`src/rtl/core/bf5_pkg.sv`:
```
// Shared types and constants of the 5x5 box filter.
package bf5_pkg;

  // Configuration register indexes.
  localparam logic [1:0] REG_IMAGE_WIDTH  = 2'd0;
  localparam logic [1:0] REG_IMAGE_HEIGHT = 2'd1;
  localparam logic [1:0] REG_COLOR_MODE   = 2'd2;

  localparam int CFG_INDEX_W = 2;
  localparam int CFG_DATA_W  = 12;

  // Reset values of the configuration registers.
  localparam logic [CFG_DATA_W-1:0] RST_IMAGE_WIDTH  = 12'd640;
  localparam logic [CFG_DATA_W-1:0] RST_IMAGE_HEIGHT = 12'd480;
  localparam logic                  RST_COLOR_MODE   = 1'b1;

  localparam int DIM_MIN = 5;
  localparam int WIN     = 5;   // window edge
  localparam int LINES   = 4;   // full lines held in the line store

  localparam int CHAN_W      = 8;
  localparam int COL_SUM_W   = 11;  // five channel values
  localparam int WIN_SUM_W   = 13;  // twenty-five channel values
  // floor(s / 25) == (s * 5243) >> 17 for every window sum s.
  localparam int RECIP_W     = 13;
  localparam logic [RECIP_W-1:0] RECIP = 13'd5243;
  localparam int RECIP_SHIFT = 17;
  localparam int PROD_W      = WIN_SUM_W + RECIP_W;

  typedef struct packed {
    logic [CHAN_W-1:0] r;
    logic [CHAN_W-1:0] g;
    logic [CHAN_W-1:0] b;
  } pixel_t;

  // Lane k holds the pixel k+1 lines back (on read) or k lines back (on write).
  typedef pixel_t [LINES-1:0] lanes_t;
  // Index is lines back, 0 is the newest row.
  typedef pixel_t [WIN-1:0] column_t;
  // Index is items back, 0 is the newest column.
  typedef column_t [WIN-1:0] window_t;

  // Per-item control that travels with the pixel through the pipeline.
  typedef struct packed {
    logic           res;     // this item releases a result
    logic           last;    // that result is the final pixel of the frame
    logic [WIN-1:0] row_ok;  // window row inside the image, by lines back
    logic [WIN-1:0] col_ok;  // window column inside the image, by items back
  } tag_t;

endpackage

```
`src/rtl/core/bf5_sum.sv`:
```
// Masked window sums, division by 25 and the result register.
module bf5_sum (
  input  logic                         clk,
  input  logic                         rst,
  input  logic                         adv,
  input  logic                         color_mode,
  input  bf5_pkg::window_t             win,
  input  bf5_pkg::tag_t                win_tag,
  output logic                         res_valid,
  output logic [bf5_pkg::CHAN_W-1:0]   mean_red,
  output logic [bf5_pkg::CHAN_W-1:0]   mean_green,
  output logic [bf5_pkg::CHAN_W-1:0]   mean_blue,
  output logic                         frame_last
);

  localparam int CSW = bf5_pkg::COL_SUM_W;
  localparam int TSW = bf5_pkg::WIN_SUM_W;
  localparam int PW  = bf5_pkg::PROD_W;

  logic [CSW-1:0] cs_r [bf5_pkg::WIN];
  logic [CSW-1:0] cs_g [bf5_pkg::WIN];
  logic [CSW-1:0] cs_b [bf5_pkg::WIN];
  logic [CSW-1:0] c_r  [bf5_pkg::WIN];
  logic [CSW-1:0] c_g  [bf5_pkg::WIN];
  logic [CSW-1:0] c_b  [bf5_pkg::WIN];
  logic           c_valid;
  logic           c_last;

  logic [TSW-1:0] ts_r, ts_g, ts_b;
  logic [TSW-1:0] d_r, d_g, d_b;
  logic           d_valid;
  logic           d_last;

  logic [PW-1:0]  p_r, p_g, p_b;

  // Pixels outside the image count as zero.
  always_comb begin
    for (int j = 0; j < bf5_pkg::WIN; j++) begin
      cs_r[j] = '0;
      cs_g[j] = '0;
      cs_b[j] = '0;
      for (int k = 0; k < bf5_pkg::WIN; k++) begin
        if (win_tag.row_ok[k] && win_tag.col_ok[j]) begin
          cs_r[j] = cs_r[j] + CSW'(win[j][k].r);
          cs_g[j] = cs_g[j] + CSW'(win[j][k].g);
          cs_b[j] = cs_b[j] + CSW'(win[j][k].b);
        end
      end
    end
  end

  always_comb begin
    ts_r = '0;
    ts_g = '0;
    ts_b = '0;
    for (int j = 0; j < bf5_pkg::WIN; j++) begin
      ts_r = ts_r + TSW'(c_r[j]);
      ts_g = ts_g + TSW'(c_g[j]);
      ts_b = ts_b + TSW'(c_b[j]);
    end
  end

  assign p_r = PW'(d_r) * PW'(bf5_pkg::RECIP);
  assign p_g = PW'(d_g) * PW'(bf5_pkg::RECIP);
  assign p_b = PW'(d_b) * PW'(bf5_pkg::RECIP);

  always_ff @(posedge clk) begin
    if (rst) begin
      c_valid   <= 1'b0;
      d_valid   <= 1'b0;
      res_valid <= 1'b0;
    end else if (adv) begin
      c_valid   <= win_tag.res;
      d_valid   <= c_valid;
      res_valid <= d_valid;
    end
  end

  always_ff @(posedge clk) begin
    if (adv) begin
      c_r    <= cs_r;
      c_g    <= cs_g;
      c_b    <= cs_b;
      c_last <= win_tag.last;
      d_r    <= ts_r;
      d_g    <= ts_g;
      d_b    <= ts_b;
      d_last <= c_last;
      mean_red   <= color_mode ? p_r[bf5_pkg::RECIP_SHIFT +: bf5_pkg::CHAN_W] : '0;
      mean_green <= p_g[bf5_pkg::RECIP_SHIFT +: bf5_pkg::CHAN_W];
      mean_blue  <= color_mode ? p_b[bf5_pkg::RECIP_SHIFT +: bf5_pkg::CHAN_W] : '0;
      frame_last <= d_last;
    end
  end

endmodule

```
`config.mk`:
```
export PLATFORM = sky130hd
export DESIGN_NAME = bf5_sum
export DESIGN_NICKNAME = d
export VERILOG_FILES = /design/src/rtl/core/bf5_pkg.sv /design/src/rtl/core/bf5_sum.sv
export SDC_FILE = /design/constraint.sdc
export NUM_CORES = 2
export LEC_CHECK = 0
export ABC_CLOCK_PERIOD_IN_PS = 6050
export BUFFER_PORTS_ARGS = -buffer_cell sky130_fd_sc_hd__buf_2
export CORE_AREA = 4 4 356 253
export DETAILED_ROUTE_END_ITERATION = 6
export DIE_AREA = 0 0 360 257
export GPL_TIMING_DRIVEN = 0
export PLACE_DENSITY = 0.76
export SLEW_MARGIN = 5
export SYNTH_ARGS = -nofsm -noshare
export SYNTH_HDL_FRONTEND = slang
export SYNTH_SLANG_ARGS = --single-unit
```
`constraint.sdc`:
```
create_clock -name clk -period 6.05 [get_ports clk]
set_clock_uncertainty 0.2 [all_clocks]
set_input_delay 0.3025 -clock clk [delete_from_list [all_inputs] [get_ports clk]]
set_output_delay 0.3025 -clock clk [all_outputs]
set_load 0.02 [all_outputs]
```
-- Yosys cells after proc, flatten, opt, wreduce, memory -nomap -nowiden
Index checks and enable logic that the tools add are counted.
W data, S select, Z words.
- input bits: 616
- bits in registers: 234
- word-level logic and storage cells: 202
- output and inout port bits: 26
- multiplexer cells: 75
- add/sub/neg operators: 72
- reductions and logical operators: 25
- multipliers: 3
- operator list (operator ; number):
    $add A11 B8 Y11 ; 60
    $mux W11 ; 60
    $mux W8 ; 15
    $add A13 B11 Y13 ; 6
    $mul A13 B13 Y25 const B ; 3
    $add A12 B11 Y13 ; 3
    $add A11 B11 Y12 ; 3
    $logic_and A1 B1 Y1 ; 25

-- Longest topological paths before layout
- depth after elaboration: 10
- gate-level depth with buffers: 37
- depth with buffers taken out: 34

-- Worst setup path before layout
No wires, ideal clock.
- kind: input port to flip-flop
- from: in win_tag[5] (netlist bit)
- to: reg c_b[31] (netlist bit), data pin
- arrival time: 5760 ps
- stages: 35
- library setup time: 259 ps
- buffers on the path: 4
- slack: -168 ps
- required time: 5591 ps
- cells stage by stage: buf_4 > buf_6 > and2_1 > buf_2 > buf_2 > nand2_1 > inv_1 > ha_1 > a21o_1 > a21oi_1 > xnor2_1 > nand2_1 > xor2_1 > and2_1 > ha_1 > xor2_1 > nor2_1 > a31o_2 > ha_1 > nand2_1 > nor2_1 > or3b_2 > a21oi_1 > xnor2_1 > o22ai_1 > a31oi_1 > ha_1 > nor2_1 > nor2_1 > a31oi_1 > o21bai_1 > nor3b_1 > xor2_1 > mux2i_1 > xnor2_1
- RTL lines (element ; line ; text):
    start, declared ; bf5_sum.sv:8 ; input bf5_pkg::tag_t win_tag,
    end signal, assigned ; bf5_sum.sv:83 ; c_b <= cs_b;
    end, declared ; bf5_sum.sv:25 ; logic [CSW-1:0] c_b [bf5_pkg::WIN];

==> flow_metrics.tcl <==
set metrics [dict create \
    die_height_um 257 \
    drt_iter0_drc 4444 \
    r2r-end "mean_red[6]" \
    synth_common_cells "777 x ha_1, 653 x inv_1, 496 x nor2_1, 395 x nand2_1, 374 x o21ai_0" \
    drive_above_1_share_pct 20.2 \
    fin_crit_sh_pct 103 \
    slew_violations 0 \
    grt_busiest_layer "met2" \
    setup_slack_ps -154 \
    syn_inst 5535 \
    clk_pin_slew_worst_paths_ps 60 \
    grt_util_met2_pct 50.8 \
    status "finished with violations" \
    tightest_slew_ps 1210 \
    setup_violations 3 \
    cp_top_family "compound AO/OA/AOI/OAI gates" \
    end_kind "flop" \
    ioPinCount 642 \
    dieArea_um2 92500 \
    r2r-start "d_r[8]" \
    placed_cells 7338 \
    async_flop_share_pct 0 \
    vias_per_cell 6.03 \
    crit_buf_inv 4 \
    clkLatencyLatePin_ps 560 \
    relSlewSlack_pct 19.2 \
    fin_tns_setup_ps -249 \
    grt_max_degree 101 \
    syn_area_um2 47300 \
    maxCapViolations 0 \
    clock_path_buffers 3 \
    grt_pass1_vias 42380 \
    crit_end "c_g[31]" \
    synth_area_per_cell_um2 8.55 \
    cts_tree "built" \
    fp-row-count 91 \
    drc 0 \
    timing.hold.ws_ps 35.6 \
    htree_levels 1 \
    port_buffers 639 \
    ys_ff_latch 234 \
    cp_slowest_stage_delay_ps 490 \
    root_buffer "clkbuf_16" \
    yosys.area.top_type "ha_1" \
    use_met1_pct 46.1 \
    hold_path.class "input pin to flop" \
    yosysUniqueCellTypes 89 \
    dpl.hpwl_mm 134 \
    path_depth 34 \
    rsz0062_at_grt "yes" \
    first_pass_iters 6 \
    wl_mm 164 \
    yosysMostFrequentCell "ha_1" \
    worst_r2r_path_depth 17 \
    antenna_found_initial 72 \
    ys.flop_type "edfxtp_1" \
    nets 8002 \
    synth_edf_count 231 \
    post_drt_wl_per_cell_um 21.7 \
    crit_required_ps 6130 \
    worstSetupStartpointType "input pin" \
    grt_pass1_wl_mm 241 \
    met3_usage_pct 5.90 \
    period_needed_ps 6200 \
    clock.fmax_ghz 0.161 \
    synthToLayoutAreaGrowth_pct 17.8 \
    cts.sinks 234 \
    violations "setup timing" \
    detail-route-antenna-nets 0 \
    cts-buffers-inserted 24 \
    cp_common_cell "ha_4" \
    ys_seq_area_share_pct 14.8 \
    start_util_pct 54.4 \
    final_cells 7534 \
    synthTopCellsByArea "ha_1 21%, edfxtp_1 15%, fa_1 14%" \
    yosys_warnings 0 \
    r2r_slack_ps 580 \
    die_w_um 360 \
    synth_top_area_share_pct 20.5 \
    grt_overflow 0 \
    vias 45451 \
    cpMaxStageDelayCell "xor2_2" \
    cp_data_arrival_time_ps 6280 \
    coreArea_um2 87000 \
    track_usage_pct 33.3 \
    setup.worst_path.class "input pin to flop" \
    hold_viol_final 0 \
    startpoint "win_tag[5]" \
    crit_fanout 7 \
    syn_nets 7252 \
    gp_congestion 0.956 \
]
## repair_timing
| item | in CTS | in global routing |
|---|---|---|
| gates resized for setup | 135 | 338 |
| buffers inserted | 38 | 45 |
| endpoints found under the hold margin | 43 | 0 |
| hold buffers | 8 | 0 |
| cloned | 0 | 0 |
| pin swaps | 46 | 135 |
| setup endpoints to repair | 105 | 63 |
## metrics by stage
| step | cell area [um2] | setup slack, ps | utilization [%] |
|---|---|---|---|
| 2_1_floorplan | 47400 | -0.270 | - |
| 3_3_place_gp | 52000 | -3550 | 59.8 |
| 3_5_place_dp | 52100 | -3010 | 59.9 |
| 4_1_cts | 53800 | -231 | 61.9 |
| 5_1_grt | 55700 | -274 | 64.1 |
| 6_report | 55800 | -154 | 64.1 |
## metal layers
| metal | up-vias | routed length, um |
|---|---|---|
| li1 | 21228 | - |
| met1 | 21549 | 67800 |
| met2 | 2241 | 70000 |
| met3 | 419 | 16200 |
| met4 | 14 | 9450 |
| met5 | - | 95 |
## flip-flops by register name (all words and copies together) (netlist names)
name / cells
c_g: 55
mean_red: 8
d_r: 13
mean_blue: 8
c_r: 55
frame_last: 1
c_valid: 1
c_last: 1
d_g: 13
d_last: 1
res_valid: 1
d_b: 13
d_valid: 1
mean_green: 8
c_b: 55
## area by class of cell
| type | count | area (um2) |
|---|---|---|
| clock buffer | 29 | 619 |
| multi-input combinational | 4518 | 39200 |
| antenna | 70 | 175 |
| timing repair buffer | 732 | 4000 |
| sequential | 234 | 7000 |
| tap | 1162 | 1450 |
| inverter | 653 | 2450 |
| fill | 7366 | 31200 |
| clock inverter | 14 | 175 |
| buffer | 122 | 678 |
## worst min-delay path, stage by stage
cell and delay (ps):
buf_2 80, ha_1 110, mux2_2 170
## cell usage in the layout, fill, tap and decap left out, types with 35 or more instances in the layout
cell | Yosys | final
ha_1 | 777 | 716
inv_1 | 653 | 649
buf_2 | 15 | 643
nor2_1 | 496 | 484
nand2_1 | 395 | 379
o21ai_0 | 374 | 328
fa_1 | 324 | 321
a21oi_1 | 271 | 236
edfxtp_1 | 231 | 231
xnor2_1 | 191 | 183
a21o_1 | 159 | 159
xor2_1 | 137 | 131
mux2_2 | 113 | 113
a211oi_1 | 113 | 110
nor2b_1 | 119 | 108
o21a_1 | 98 | 96
nor3_1 | 104 | 94
buf_4 | 1 | 87
diode_2 | 0 | 70
clkbuf_1 | 94 | 69
and3_1 | 56 | 56
mux2i_1 | 52 | 51
ha_4 | 0 | 47
nand3_1 | 45 | 45
o22ai_1 | 61 | 44
o31a_1 | 42 | 42
o211ai_1 | 40 | 40
and2_1 | 48 | 40
o21ai_1 | 13 | 40
o31ai_1 | 56 | 38
a31oi_1 | 59 | 35
## worst min path at each step
stage | from | to | slack [ps] | cells after the start
after floorplan | rst | c_valid | 170 | 1
after global placement | d_last | frame_last | 200 | 0
after detailed placement | d_last | frame_last | 210 | 0
after CTS | win[216] | c_b[33] | 10 | 3
after global routing | win[96] | c_b[44] | 30 | 3
final | win[112] | c_r[44] | 40 | 3
## logic make-up (layout without fill, tap and decap cells)
group | after synthesis | count (layout) | share of synthesized area, %
compound gates | 1489 | 1489 | 20.5
xor+xnor | 331 | 331 | 6.20
fa+ha+maj | 1112 | 1112 | 34.5
buf+inv | 783 | 1550 | 6.27
flops | 234 | 234 | 14.8
mux | 165 | 165 | 3.79
other cells | 0 | 70 | 0
simple gates | 1421 | 1421 | 14.0
Power is not shown: default switching activity piles up to over one toggle a cycle in this logic, so the estimate is an artifact.
