`src/rtl/core/bf5_pkg.sv`:
```
// Shared types and constants of the 5x5 box filter.
package bf5_pkg;

  // Configuration register indexes.
  localparam logic [1:0] REG_IMAGE_WIDTH  = 2'd0;
  localparam logic [1:0] REG_IMAGE_HEIGHT = 2'd1;
  localparam logic [1:0] REG_COLOR_MODE   = 2'd2;

  localparam int CFG_INDEX_W = 2;
  localparam int CFG_DATA_W  = 12;

  // Reset values of the configuration registers.
  localparam logic [CFG_DATA_W-1:0] RST_IMAGE_WIDTH  = 12'd640;
  localparam logic [CFG_DATA_W-1:0] RST_IMAGE_HEIGHT = 12'd480;
  localparam logic                  RST_COLOR_MODE   = 1'b1;

  localparam int DIM_MIN = 5;
  localparam int WIN     = 5;   // window edge
  localparam int LINES   = 4;   // full lines held in the line store

  localparam int CHAN_W      = 8;
  localparam int COL_SUM_W   = 11;  // five channel values
  localparam int WIN_SUM_W   = 13;  // twenty-five channel values
  // floor(s / 25) == (s * 5243) >> 17 for every window sum s.
  localparam int RECIP_W     = 13;
  localparam logic [RECIP_W-1:0] RECIP = 13'd5243;
  localparam int RECIP_SHIFT = 17;
  localparam int PROD_W      = WIN_SUM_W + RECIP_W;

  typedef struct packed {
    logic [CHAN_W-1:0] r;
    logic [CHAN_W-1:0] g;
    logic [CHAN_W-1:0] b;
  } pixel_t;

  // Lane k holds the pixel k+1 lines back (on read) or k lines back (on write).
  typedef pixel_t [LINES-1:0] lanes_t;
  // Index is lines back, 0 is the newest row.
  typedef pixel_t [WIN-1:0] column_t;
  // Index is items back, 0 is the newest column.
  typedef column_t [WIN-1:0] window_t;

  // Per-item control that travels with the pixel through the pipeline.
  typedef struct packed {
    logic           res;     // this item releases a result
    logic           last;    // that result is the final pixel of the frame
    logic [WIN-1:0] row_ok;  // window row inside the image, by lines back
    logic [WIN-1:0] col_ok;  // window column inside the image, by items back
  } tag_t;

endpackage

```
`src/rtl/core/bf5_ctrl.sv`:
```
// Configuration registers, frame position counters and per-item window masks.
module bf5_ctrl #(
  parameter int MAX_WIDTH  = 2048,
  parameter int MAX_HEIGHT = 2048
) (
  input  logic                               clk,
  input  logic                               rst,
  input  logic                               accept,
  input  logic                               cfg_valid,
  output logic                               cfg_ready,
  input  logic [bf5_pkg::CFG_INDEX_W-1:0]    cfg_index,
  input  logic [bf5_pkg::CFG_DATA_W-1:0]     cfg_data,
  output logic                               color_mode,
  output logic [$clog2(MAX_WIDTH)-1:0]       rd_addr,
  output bf5_pkg::tag_t                      tag
);

  localparam int AW     = $clog2(MAX_WIDTH);
  localparam int YW     = $clog2(MAX_HEIGHT);
  localparam int WW     = $clog2(MAX_WIDTH + 1);
  localparam int HW     = $clog2(MAX_HEIGHT + 1);
  localparam int CMPW_W = (WW > bf5_pkg::CFG_DATA_W) ? WW : bf5_pkg::CFG_DATA_W;
  localparam int CMPW_H = (HW > bf5_pkg::CFG_DATA_W) ? HW : bf5_pkg::CFG_DATA_W;
  localparam int XE     = WW + 1;
  localparam int YE     = HW + 1;
  localparam int LAGW   = $clog2(2 * MAX_WIDTH + 3);

  logic [bf5_pkg::CFG_DATA_W-1:0] image_width;
  logic [bf5_pkg::CFG_DATA_W-1:0] image_height;
  logic [AW-1:0]                  ptr;
  logic [AW-1:0]                  col;
  logic [YW-1:0]                  row;
  logic [LAGW-1:0]                fill;

  logic [CMPW_W-1:0] width_cfg;
  logic [CMPW_H-1:0] height_cfg;
  logic [WW-1:0]     w_eff;
  logic [HW-1:0]     h_eff;
  logic [LAGW-1:0]   lag;
  logic              col_end;
  logic              row_end;
  logic              ptr_end;
  logic              cfg_hit;

  assign cfg_ready = 1'b1;
  assign rd_addr   = ptr;

  // Registers outside the legal range saturate to it.
  assign width_cfg  = CMPW_W'(image_width);
  assign height_cfg = CMPW_H'(image_height);

  always_comb begin
    if (width_cfg < CMPW_W'(bf5_pkg::DIM_MIN)) begin
      w_eff = WW'(bf5_pkg::DIM_MIN);
    end else if (width_cfg > CMPW_W'(MAX_WIDTH)) begin
      w_eff = WW'(MAX_WIDTH);
    end else begin
      w_eff = WW'(width_cfg);
    end
    if (height_cfg < CMPW_H'(bf5_pkg::DIM_MIN)) begin
      h_eff = HW'(bf5_pkg::DIM_MIN);
    end else if (height_cfg > CMPW_H'(MAX_HEIGHT)) begin
      h_eff = HW'(MAX_HEIGHT);
    end else begin
      h_eff = HW'(height_cfg);
    end
  end

  // The first 2W+2 items of a frame only fill the line store.
  assign lag     = (LAGW'(w_eff) << 1) + LAGW'(2);
  assign col_end = XE'(col) == XE'(w_eff) - XE'(1);
  assign row_end = YE'(row) == YE'(h_eff) - YE'(1);
  assign ptr_end = XE'(ptr) == XE'(w_eff) - XE'(1);

  always_comb begin
    tag.res       = (fill == lag);
    tag.last      = tag.res && row_end && col_end;
    tag.row_ok[0] = YE'(row) + YE'(2) < YE'(h_eff);
    tag.row_ok[1] = YE'(row) + YE'(1) < YE'(h_eff);
    tag.row_ok[2] = 1'b1;
    tag.row_ok[3] = YE'(row) >= YE'(1);
    tag.row_ok[4] = YE'(row) >= YE'(2);
    tag.col_ok[0] = XE'(col) + XE'(2) < XE'(w_eff);
    tag.col_ok[1] = XE'(col) + XE'(1) < XE'(w_eff);
    tag.col_ok[2] = 1'b1;
    tag.col_ok[3] = XE'(col) >= XE'(1);
    tag.col_ok[4] = XE'(col) >= XE'(2);
  end

  always_comb begin
    case (cfg_index)
      bf5_pkg::REG_IMAGE_WIDTH:  cfg_hit = cfg_valid;
      bf5_pkg::REG_IMAGE_HEIGHT: cfg_hit = cfg_valid;
      bf5_pkg::REG_COLOR_MODE:   cfg_hit = cfg_valid;
      default:                   cfg_hit = 1'b0;
    endcase
  end

  always_ff @(posedge clk) begin
    if (rst) begin
      image_width  <= bf5_pkg::RST_IMAGE_WIDTH;
      image_height <= bf5_pkg::RST_IMAGE_HEIGHT;
      color_mode   <= bf5_pkg::RST_COLOR_MODE;
      ptr          <= '0;
      col          <= '0;
      row          <= '0;
      fill         <= '0;
    end else if (cfg_hit) begin
      case (cfg_index)
        bf5_pkg::REG_IMAGE_WIDTH:  image_width  <= cfg_data;
        bf5_pkg::REG_IMAGE_HEIGHT: image_height <= cfg_data;
        bf5_pkg::REG_COLOR_MODE:   color_mode   <= cfg_data[0];
        default: ;
      endcase
      // A register write starts a fresh frame.
      ptr  <= '0;
      col  <= '0;
      row  <= '0;
      fill <= '0;
    end else if (accept) begin
      if (tag.last) begin
        ptr  <= '0;
        col  <= '0;
        row  <= '0;
        fill <= '0;
      end else begin
        ptr <= ptr_end ? '0 : ptr + AW'(1);
        if (!tag.res) begin
          fill <= fill + LAGW'(1);
        end else if (col_end) begin
          col <= '0;
          row <= row + YW'(1);
        end else begin
          col <= col + AW'(1);
        end
      end
    end
  end

endmodule

```
`config.mk`:
```
export PLATFORM = sky130hd
export DESIGN_NAME = bf5_ctrl
export DESIGN_NICKNAME = d
export VERILOG_FILES = /design/src/rtl/core/bf5_pkg.sv /design/src/rtl/core/bf5_ctrl.sv
export SDC_FILE = /design/constraint.sdc
export NUM_CORES = 1
export LEC_CHECK = 0
export BUFFER_PORTS_ARGS = -buffer_cell sky130_fd_sc_hd__buf_2
export CORE_ASPECT_RATIO = 1.1
export CORE_UTILIZATION = 60
export DETAILED_ROUTE_END_ITERATION = 12
export PLACE_DENSITY = 0.85
export SLEW_MARGIN = 20
export SYNTH_ARGS = -nofsm -noshare
export SYNTH_HDL_FRONTEND = slang
export SYNTH_SLANG_ARGS = --single-unit
```
`constraint.sdc`:
```
create_clock -name clk -period 5.9 [get_ports clk]
set_input_delay 0 -clock clk [delete_from_list [all_inputs] [get_ports clk]]
set_output_delay 0 -clock clk [all_outputs]
set_load 0.02 [all_outputs]
```
* Word-level counts from Yosys, hierarchy flattened
Cells that the tools add are included.
** Storage, ports and cells
- Bits in registers :: 71
- Bits of input ports :: 18
- Output and inout bits :: 25
- Logic and storage cells :: 65
** Operators by class
- Add/subtract/negate cells :: 11
- Order comparisons :: 12
- Eq/ne operators :: 7
- Muxes and demuxes :: 15
- Reduce and logical (&&, ||, !) cells :: 13
** Operators with widths (number)
- $mux 11 :: 8
- $lt 12x12->1 :: 4
- $mux 12 :: 4
- $eq 11x13->1 :: 3
- $add 11x1->11 const B :: 3
- $mux 13 :: 2
- $sub 12x1->13 const B :: 2
- $add 11x1->12 const B :: 2
- $add 11x2->12 const B :: 2
- $gt 12x12->1 const B :: 2
- $lt 12x3->1 const B :: 2
- $ge 11x1->1 const B :: 2
- $ge 11x2->1 const B :: 2
- $add 13x1->13 const B :: 1
- $add 13x2->13 const B :: 1
- $eq 13x13->1 :: 1
- $reduce_and 2->1 :: 5
- $reduce_bool 2->1 :: 2
- $reduce_and 3->1 :: 1
- $reduce_or 3->1 :: 1
- $eq 2x1->1 const B :: 1
- $eq 2x2->1 const B :: 1
- $logic_and 1x1->1 :: 2
- $logic_not 2->1 :: 1
- 3 further kinds :: 3

* Logic depth before layout (Yosys ltp)
- Word-level depth :: 9
- Mapped depth :: 18
- Depth with buffers taken out :: 15

* Worst setup path after synthesis
OpenSTA, ideal clock, no wires.
- Path type :: register to register
- Start point :: reg image_height, in the netlist height_cfg[6]
- End point :: reg ptr[2] (netlist: rd_addr[2])
- Setup time :: 0.132 ns
- Arrival time :: 4.217 ns
- Required time :: 5.768 ns
- Path slack :: 1.551 ns
- Stages on the path, launching flop included :: 16
- Buffers on the path :: 3
- Clock period less this slack :: 4.349 ns
- Cells stage by stage :: dfxtp_1 > buf_6 > or4_4 > or4_4 > o211ai_1 > ha_1 > clkbuf_1 > clkbuf_1 > nor2_1 > o21ai_0 > nor4bb_1 > nand3_1 > a2111oi_4 > and3_1 > o21a_2 > nor3_1
** RTL lines
- from (decl) :: line bf5_ctrl.sv:29 : logic [bf5_pkg::CFG_DATA_W-1:0] image_height;
- from (signal assigned) :: line bf5_ctrl.sv:102 : image_height <= bf5_pkg::RST_IMAGE_HEIGHT;
- from (signal assigned) :: line bf5_ctrl.sv:111 : bf5_pkg::REG_IMAGE_HEIGHT: image_height <= cfg_data;
- to (signal assigned) :: line bf5_ctrl.sv:127 : ptr <= ptr_end ? '0 : ptr + AW'(1);
- to (decl) :: line bf5_ctrl.sv:30 : logic [AW-1:0] ptr;

==> impl_metrics.py <==
metrics = {
    "status": {
        "outcome": "complete, no violations",
    },
    "timing": {
        "skew_ps": 5.797,
        "rsz0062_at_grt": "no",
        "finalSetupViolations": 0,
        "hold_viol": 0,
        "final.setup.worst_slack_ps": 1010,
        "fin_crit_ps": 4890,
        "min_period_over_period_pct": 82.89,
        "fmax_mhz": 204.5,
        "worst_pin_slew_ps": 988.9,
        "max_slew_margin_pct": 33.46,
        "slew_viol_final": 0,
        "tns_ps": 0,
    },
    "critical_path": {
        "cp.required_ps": 5900,
        "cp.arrival_ps": 4890,
        "end_kind": "output pin",
        "path_class": "flop to output pin",
        "r2r_start": "height_cfg[6]$_SDFFE_PP1P_",
        "r2r_slack_ps": 1050,
        "start_kind": "flop",
        "critPathMaxFanout": 18,
        "r2r_end": "fill[7]$_SDFFE_PP0P_",
        "rr_worst_depth": 13,
    },
    "grt": {
        "grt_pass1_vias": 5829,
        "grt_first_pass_wirelength_um": 28020,
        "grt_usage_pct": 30.41,
        "grt_max_degree": 28,
        "antenna_found_initial": 0,
        "overflow": 0,
    },
    "synthesis": {
        "synth_area_leader_cell": "dfxtp_1",
        "ys.flop_type": "dfxtp_1",
        "synth.top_cell.area_share_pct": 21.08,
        "synth_edf_count": 0,
        "synth_most_common_cell": "nand2_1",
        "synth.cell_area_um2": 6741,
        "synthTopCellsByCount": "101 x nand2_1, 76 x nor2_1, 71 x dfxtp_1",
        "syn_inst": 880,
        "ys_warn_count": 0,
        "yosys-top-cells-area": "dfxtp_1 21%, ha_1 12%, xnor2_1 8.1%",
        "synth-seq-area-share_pct": 21.08,
        "ys_ff_latch": 71,
        "synth_cell_types": 72,
        "synthArstFlopShare_pct": 0,
        "postSynthAreaPerCell_um2": 7.661,
    },
    "drt": {
        "avgViaCountPerCell": 6.047,
        "post_drt_wl_per_cell_um": 16.47,
        "drtIter0Drc": 490,
        "ant_nets": 0,
        "vias": 6259,
        "drt_wl_total_um": 17050,
        "first_pass_iters": 6,
        "drc": 0,
    },
    "hold_path": {
        "hp-start": "rst",
        "min_path_type": "input port to flop",
        "min_delay_path_depth": 2,
        "hold_path_end": "height_cfg[1]$_SDFFE_PP0P_",
    },
    "die": {
        "core.rowCount": 40,
        "die_h_um": 113.2,
        "pin_count": 43,
        "die_area_um2": 11660,
        "core_um2": 10910,
        "die_w_um": 103.1,
        "start_util_pct": 61.79,
    },
    "pwr": {
        "total_power_mw": 1.203,
        "leakagePower_nw": 2.951,
        "p_per_area_nw_per_um2": 165.4,
        "irDropWorstVdd_uv": 128.8,
    },
    "cts": {
        "cts_buffers": 9,
        "post-cts-setup-buffer-count": 0,
        "root_buffer": "clkbuf_16",
        "htree_levels": 3,
        "clock_sinks": 71,
        "clockBufferDepth": 2,
        "clk_latency_ps": 340,
        "tritoncts": "done",
        "clk_pin_slew_worst_paths_ps": 60,
    },
    "placed_design": {
        "pre_cts_slack_ps": 1050,
        "port_buffers": 39,
        "hpwl_um": 12710,
        "place_congestion": 0.9131,
    },
    "layout": {
        "final_nets": 966,
        "fill_cells": 966,
        "syn2layout_area_growth_pct": 7.888,
        "antennaDiodeCount": 0,
        "drive_gt1_share_pct": 9.347,
    },
    "job": {
        "max_cap_violations": 0,
    },
}
-- repair_timing --
item                                   in CTS  in global routing
hold buffers                               12                  0
endpoints found under the hold margin      25                  0
gates resized for setup                     0                  0
setup endpoints to repair                   0                  0
-- metrics by stage --
step	std cells	hold slack, ps	utilization (%)	cell area [um2]
2_1_floorplan	882	117.8	-	6749
3_3_place_gp	1007	237.9	62.95	6868
3_5_place_dp	1007	239.9	62.95	6868
4_1_cts	1035	74.17	66.66	7273
5_1_grt	1035	123.9	66.66	7273
6_report	1035	95.64	66.66	7273
-- power breakdown --
part / leakage (nW) / switching [mW] / internal (mW)
Sequential: 0.575 / 0.0195 / 0.487
Combinational: 2.24 / 0.106 / 0.0759
Clock: 0.135 / 0.217 / 0.297
Total: 2.95 / 0.343 / 0.860
-- cell usage in the layout (no fill, tap or decap), types with 6 or more instances in the layout --
cell             n
a31oi_1         14
nor3_1          18
nand2_1        101
dfxtp_1         71
a21o_1           6
a21oi_1         48
dlygate4sd3_1   12
nand3_1         30
o21a_1          10
mux2i_1          8
and3_1          17
buf_2           39
nand3b_1         9
inv_1           26
nor2b_1         12
clkbuf_16        9
nand2b_1        24
xor2_1          48
xnor2_1         62
a211o_1          8
or3_1           15
o211ai_1         6
nor4_1          11
nor2_1          76
ha_1            65
nand4_1         13
o21ai_0         27
-- sequential cells by signal, summed over array words and instances (netlist names) --
| register | flops |
|---|---|
| rd_addr | 11 |
| col | 11 |
| color_mode | 1 |
| fill | 13 |
| image_width | 12 |
| height_cfg | 12 |
| row | 11 |
-- how the worst max path moves through the flow --
| stage | startpoint | endpoint | cells after the start |
|---|---|---|---|
| floorplan | height_cfg[6]$_SDFFE_PP1P_ | rd_addr[2]$_SDFFE_PP0P_ | 15 |
| global placement | height_cfg[6]$_SDFFE_PP1P_ | fill[6]$_SDFFE_PP0P_ | 13 |
| detailed placement | height_cfg[6]$_SDFFE_PP1P_ | fill[7]$_SDFFE_PP0P_ | 13 |
| CTS | height_cfg[6]$_SDFFE_PP1P_ | tag[10] | 12 |
| global route | height_cfg[6]$_SDFFE_PP1P_ | tag[10] | 12 |
| finish | height_cfg[6]$_SDFFE_PP1P_ | tag[10] | 12 |
-- worst max-delay path: stages (launching register included) --
cell,delay [ps]
dfxtp_1,380
or4_4,600
or4_4,460
o211ai_1,310
ha_1,610
nor3b_1,120
a311oi_1,280
nand2_1,110
xor2_1,160
or3_4,350
a2111oi_4,630
and3_1,330
buf_2,190
-- cell families (layout without fill, tap and decap cells) --
kind of cell               Yosys count  after routing  share of synthesized area, %
AOI/OAI and AO/OA                  162            162                         16.43
xor gates and xnor gates           110            110                         14.29
adders and majority gates           65             65                         12.06
buffers and inverters               88             94                         5.419
DFF                                 71             71                         21.08
muxes                                8              8                         1.188
other                                1              3                       0.05563
and+or+nand+nor                    375            375                         29.47
-- routing by layer --
metal	vias to the layer above	routed length (um)	GRT usage, %
li1	3084	-	-
met1	2882	7247	36.91
met2	244	8278	52.04
met3	49	965	5.127
met4	0	561	13.43
met5	-	0	0
-- layout make-up --
type / count / area, um2 / area share [%]
Inverter: 26 / 97.59 / 1.342
Clock buffer: 10 / 239.0 / 3.286
Tap cell: 147 / 183.9 / 2.529
Clock inverter: 6 / 46.29 / 0.6365
Sequential cell: 71 / 1421 / 19.54
Timing Repair Buffer: 52 / 322.8 / 4.438
Multi-Input combinational cell: 723 / 4962 / 68.23
No activity file was read; power rests on OpenSTA's default activity.
